==> config.mk <==
export PLATFORM = sky130hd
export DESIGN_NAME = dq_cell
export DESIGN_NICKNAME = d
export VERILOG_FILES = /design/src/design/dq_pkg.sv /design/src/design/dq_cell.sv
export SDC_FILE = /design/constraint.sdc
export NUM_CORES = 1
export LEC_CHECK = 0
export ABC_AREA = 1
export BUFFER_PORTS_ARGS = -buffer_cell sky130_fd_sc_hd__clkbuf_2
export CAP_MARGIN = 20
export CORE_ASPECT_RATIO = 0.5
export CORE_MARGIN = 2
export CORE_UTILIZATION = 41
export DETAILED_ROUTE_END_ITERATION = 10
export PLACE_DENSITY = 0.79
export SYNTH_ARGS = -nofsm -noshare
export SYNTH_HDL_FRONTEND = slang
export SYNTH_SLANG_ARGS = --single-unit
==> constraint.sdc <==
create_clock -name i_clk -period 2.1 [get_ports i_clk]
set_input_delay 0.21 -clock i_clk [delete_from_list [all_inputs] [get_ports i_clk]]
set_output_delay 0.21 -clock i_clk [all_outputs]
set_load 0.05 [all_outputs]
==> src/design/dq_pkg.sv <==
package dq_pkg;

    localparam int CAPACITY_DEF   = 64;
    localparam int DATA_WIDTH_DEF = 32;

    localparam logic [2:0] OP_PUSH_FRONT = 3'd0;
    localparam logic [2:0] OP_PUSH_BACK  = 3'd1;
    localparam logic [2:0] OP_POP_FRONT  = 3'd2;
    localparam logic [2:0] OP_POP_BACK   = 3'd3;
    localparam logic [2:0] OP_PEEK_FRONT = 3'd4;
    localparam logic [2:0] OP_PEEK_BACK  = 3'd5;
    localparam logic [2:0] OP_READ_IDX   = 3'd6;
    localparam logic [2:0] OP_WRITE_IDX  = 3'd7;

    localparam logic [1:0] ST_OK    = 2'd0;
    localparam logic [1:0] ST_EMPTY = 2'd1;
    localparam logic [1:0] ST_FULL  = 2'd2;
    localparam logic [1:0] ST_RANGE = 2'd3;

    typedef struct packed {
        logic [2:0]         op;
        logic signed [31:0] value;
        logic [5:0]         index;
    } t_in;

    typedef struct packed {
        logic signed [31:0] data;
        logic [1:0]         status;
        logic [6:0]         count;
    } t_out;

    // per-cell steering: load the new word, take from the lower or the upper neighbour, or drive the read bus
    typedef struct packed {
        logic load;
        logic from_low;
        logic from_high;
        logic rd_sel;
    } t_cell_ctl;

endpackage

==> src/design/dq_cell.sv <==
module dq_cell #(
    parameter int DATA_WIDTH = dq_pkg::DATA_WIDTH_DEF
) (
    input  logic                         i_clk,
    input  dq_pkg::t_cell_ctl            i_ctl,
    input  logic signed [DATA_WIDTH-1:0] i_new,
    input  logic signed [DATA_WIDTH-1:0] i_low,
    input  logic signed [DATA_WIDTH-1:0] i_high,
    output logic signed [DATA_WIDTH-1:0] o_word,
    output logic signed [DATA_WIDTH-1:0] o_rd
);
    import dq_pkg::*;

    logic signed [DATA_WIDTH-1:0] r_word;
    logic signed [DATA_WIDTH-1:0] n_word;

    always_comb begin
        n_word = r_word;
        if (i_ctl.load) begin
            n_word = i_new;
        end else if (i_ctl.from_low) begin
            n_word = i_low;
        end else if (i_ctl.from_high) begin
            n_word = i_high;
        end
    end

    always_ff @(posedge i_clk) begin
        r_word <= n_word;
    end

    assign o_word = r_word;
    // gate onto the shared read bus
    assign o_rd   = i_ctl.rd_sel ? r_word : '0;

endmodule

==> impl_results.md, run 1 <==
* Fin util at 61.4%
* Vias in the first global route at 2095
* Antenna diode instance count at 0
* Share of cells above drive strength 1 at 35.4%
* Storage element area at 961 µm²
* H-tree depth at 2
* Drt wl/cell at 10.5 µm
* Core area at 5090 µm²
* Hold buffers post-CTS at 0
* Placed Cells at 562
* NumNets Final at 600
* Final wirelength at 6000 µm
* CP startpoint kind: input port
* Seq cells post-synth at 32
* Signal arrival time at the worst endpoint at 1.15 ns
* Post-Syn Area per Cell at 6.54 µm²
* Top cell type's share of synthesized area at 43.1%
* Hold path cells at 3
* CTS Buf Count at 5
* # IOs at 165
* Max reg flops at 32
* Post-route insts no fill at 570
* Initial drt markers at 98
* CTS tree: yes
* Synth unique cells at 9
* Drt via density at 4.22
* Largest net degree at the start of global routing at 34
* First-pass GRT wire length at 9430 µm
* Final setup viols at 0
* Critical Path Fanout Max at 32
* Tmin final at 1.36 ns
* Worst vdd ir at 386 µV
* Final hold vios at 0
* Crit path kind: input port to output port
* Seq/Total Area, Yosys at 43.1%
* GRT Total Usage at 19.3%
* Post-CTS Setup Bufs at 0
* DRC viols at 0
* Post_cts resized at 0
* Fillers at 510
* Fmax at 734 MHz
* P&R area growth vs syn at 40.1%
* Clock slew at reported path FFs at 0.06 ns
* Max-cap viol count at 0
* Crit end category: output port
* Congestion Overflow GR at 0
* Lkg Pwr at 2.18 nW
* Setup TNS at 0 ns
* First-pass iteration count of the detailed router at 5
* Worst-margin pin slew at 0.618 ns
* Deepest clock path buffer count at 2
* Cell accounting for the most synthesized area: edfxtp_1
* Routed vias at 2405
* Syn_nets at 442
* Die height at 56.1 µm
* CP Data Required Time at 1.89 ns
* Die area at 6080 µm²
* Final worst-path cycle share at 64.9%
* Top cells by area, synth: edfxtp_1 (43%), nand2_1 (27%), inv_1 (16%), nand3_1 (7.2%), buf_4 (2.4%)
* Die X at 108 µm
* Max Slew Vio Count at 0
* Hold crit path type: input port to flip-flop
* Root Driver: clkbuf_8
* Row cnt at 18
* Initial antenna violation count at 0
* Ys Warns at 0
* CTS sink cnt at 32
* Initial core utilization at 43.8%
* Max_slew headroom at 58.8%
* P per Cell Area at 685 nW/µm²
* PortBufs at 164
* Outcome: finished, final reports clean
* Antenna viol nets, final at 0
* Area of the multi-input gates at 768 µm²
* DP Wirelength at 4520 µm
* Placer Congestion at 0.804
* RSZ-0062 raised after global routing: false
* Post-Syn Area at 2230 µm²
* Gate count of the mapped netlist at 341
cell usage after synthesis:
| master | instances |
|---|---|
| buf_2 | 6 |
| buf_4 | 7 |
| buf_6 | 4 |
| edfxtp_1 | 32 |
| inv_1 | 96 |
| inv_4 | 2 |
| nand2_1 | 161 |
| nand3_1 | 32 |
| nor2_1 | 1 |
report_power, final:
part           switching (W)  internal (W)
logic               0.000647      0.000214
registers          0.0000411      0.000791
clock network       0.000220      0.000225
total               0.000908       0.00123
cells in the final DEF (no fill, tap or decap), drive strengths merged:
cell type / count
clkbuf: 169
nand2: 161
inv: 98
nand3: 32
edfxtp: 32
buf: 4
clkinv: 3
nor2: 1
critical path, stage by stage:
cell	delay [ns]
clkbuf_2	0.48
nand2_1	0.10
inv_1	0.08
clkbuf_2	0.27
metrics by stage:
| stage | hold WS [ns] | cell area, µm² | worst slack (ns) | total power, W |
|---|---|---|---|---|
| 6_report | 0.203 | 3120 | 0.738 | 0.00214 |
| 3_3_place_gp | 0.480 | 3040 | 0.775 | 0.00170 |
| 2_1_floorplan | 0.392 | 2230 | 0.487 | 0.00148 |
| 5_1_grt | 0.203 | 3120 | 0.622 | 0.00225 |
| 3_5_place_dp | 0.485 | 3040 | 0.746 | 0.00171 |
| 4_1_cts | 0.195 | 3120 | 0.746 | 0.00216 |
worst paths after layout:
check      start    endpoint
max     i_ctl[0]     o_rd[5]
min    i_new[20]  o_word[20]
kinds of logic (layout without fill, tap and decap cells):
family | count (synthesis) | in the layout | share of synthesized area [%]
buf+inv | 115 | 274 | 22.4
simple gates | 194 | 194 | 34.5
flops | 32 | 32 | 43.1
routing by layer:
layer	vias to the layer above	share of wire, %	global-route usage (%)
li1	1292	-	-
met2	71	54	37.0
met5	-	0	0
met1	1040	39	22.2
met4	0	0.32	4.03
met3	2	6.4	3.75
cell type report:
cell class / instances / share of cell area, %
Sequential cell: 32 / 30.8
Timing Repair Buffer: 168 / 27.2
Multi-Input combinational cell: 194 / 24.6
Inverter: 98 / 11.9
Tap cell: 70 / 2.80
Clock buffer: 5 / 2.20
Clock inverter: 3 / 0.441
Power figures use the tool's default switching activity.
==> inputs of run 2 (changes only) <==
==> constraint.sdc (replaced) <==
create_clock -name i_clk -period 1.39 [get_ports i_clk]
set_input_delay 0.139 -clock i_clk [delete_from_list [all_inputs] [get_ports i_clk]]
set_output_delay 0.139 -clock i_clk [all_outputs]
set_load 0.05 [all_outputs]
==> run 2 against run 1 <==
Compared with the run above: first-iteration DRC count grew 5.1%; combinational power up 53%; sequential power rose by 51%; flip-flop and latch count unchanged; worst setup slack got worse by 0.54 ns; largest power group unchanged; cell area up 1.1%; global-route usage rose by 0.61 points; die area did not move; total power grew 52%; clock-buffer cell count unchanged; utilization grew 0.69 points; clock power rose by 51%.
==> impl_results.md, run 2 (synthesized netlist as in run 1, its figures left out) <==
* CTS Buf Count at 5
* Crit-path max cell delay at 0.41 ns
* Max-cap viol count at 0
* Slowest-stage cell, CP: edfxtp_1
* Worst-margin pin slew at 0.351 ns
* Initial core utilization at 43.8%
* GRT Total Usage at 19.9%
* GR Layer Usage met1 at 22.2%
* Max Slew Vio Count at 0
* P&R area growth vs syn at 41.6%
* First-pass iteration count of the detailed router at 4
* Post-route insts no fill at 571
* CTS tree: yes
* H-tree depth at 2
* Final setup viols at 0
* CP cell instances: nand2_1 -> inv_1 -> clkbuf_2
* Hold path cells at 3
* CP startpoint kind: flip-flop
* Vias in the first global route at 2237
* Drt wl/cell at 10.7 µm
* P per Cell Area at 1030 nW/µm²
* Buf/Inv on CP at 2
* DP Wirelength at 4710 µm
* Tmin final at 1.19 ns
* Max_slew headroom at 76.6%
* GR peak layer: met2
* DRC viols at 0
* Max reg flops at 32
* Fmax at 840 MHz
* Routed vias at 2384
* Deepest clock path buffer count at 2
* Die area at 6080 µm²
* Hold buffers post-CTS at 0
* Final wirelength at 6140 µm
* Row cnt at 18
* Post_cts resized at 0
* Worst Setup SP: o_word[3]
* Final hold vios at 0
* Clock slew at reported path FFs at 0.07 ns
* RSZ-0062 raised after global routing: false
* GRT met3 Usage at 3.86%
* CTS sink cnt at 32
* Placer Congestion at 0.822
* Most frequent cells in the layout: clkbuf_2 (164), nand2_1 (160), inv_1 (96), nand3_1 (32), edfxtp_1 (32)
* Setup TNS at 0 ns
* Met2 GRT Util at 39.4%
* Final worst-path cycle share at 85.7%
* Drt via density at 4.18
* Worst vdd ir at 457 µV
* Outcome: finished, final reports clean
* Die X at 108 µm
* Post-CTS Setup Bufs at 0
* # IOs at 165
* Root Driver: clkbuf_8
* Critical Path Fanout Max at 2
* Core area at 5090 µm²
* Antenna viol nets, final at 0
* Congestion Overflow GR at 0
* Crit end category: output port
* Lkg Pwr at 2.19 nW
* Largest net degree at the start of global routing at 34
* Fin util at 62.0%
* Hold_ws at 0.129 ns
* Die height at 56.1 µm
* NumNets Final at 601
* Top delay family on crit path: flip-flops
* PortBufs at 164
* Initial antenna violation count at 0
* Antenna diode instance count at 0
* Initial drt markers at 103
* Hold EP: o_word[13]
* Share of cells above drive strength 1 at 35.7%
* CP Data Required Time at 1.25 ns
* Commonest non-fill, non-tap cell in the layout: clkbuf_2
* First-pass GRT wire length at 9690 µm
* Min-delay src: i_new[13]
* Hold crit path type: input port to flip-flop
* Signal arrival time at the worst endpoint at 1.05 ns
* Placed Cells at 563
* Crit path kind: flip-flop to output port
[run 2: cell count changes in the layout (fill, tap and decap cells not counted)]
cell     delta
buf_12      +2
buf_4       -1
nand2_2     +1
nand2_1     -1
[run 2: per-layer routing]
metal	up-vias	part of all wire (%)
met2	72	53
met4	0	0.34
met1	1018	41
met5	-	0
li1	1292	-
met3	2	5.3
[run 2: layout make-up]
cell class / count / area, µm²
clock inverters: 3 / 13.8
well taps: 70 / 87.6
repair buffers: 169 / 883
multi-input cells: 194 / 771
inverters: 98 / 373
clock buffers: 5 / 68.8
fillers: 521 / 1930
flip-flops and latches: 32 / 961
[run 2: through the flow]
step | area [µm²] | total power, W | setup WS (ns)
2_1_floorplan | 2230 | 0.00224 | 0.150
3_3_place_gp | 3080 | 0.00258 | 0.291
3_5_place_dp | 3080 | 0.00260 | 0.282
4_1_cts | 3160 | 0.00327 | 0.197
5_1_grt | 3160 | 0.00343 | 0.142
6_report | 3160 | 0.00325 | 0.199
[run 2: power by group]
part           internal (W)  leakage [nW]  switching [W]
combinational      0.000334          1.81       0.000981
sequential          0.00120         0.336      0.0000636
clock              0.000339        0.0453       0.000332
total               0.00187          2.19        0.00138
[run 2: worst max path at each step]
stage	to	slack [ns]	cells after the start
floorplan	o_word[0]	0.15	4
global placement	o_word[2]	0.29	4
detailed placement	o_word[2]	0.28	4
CTS	o_rd[3]	0.20	3
global route	o_rd[25]	0.14	3
finish	o_rd[3]	0.20	3
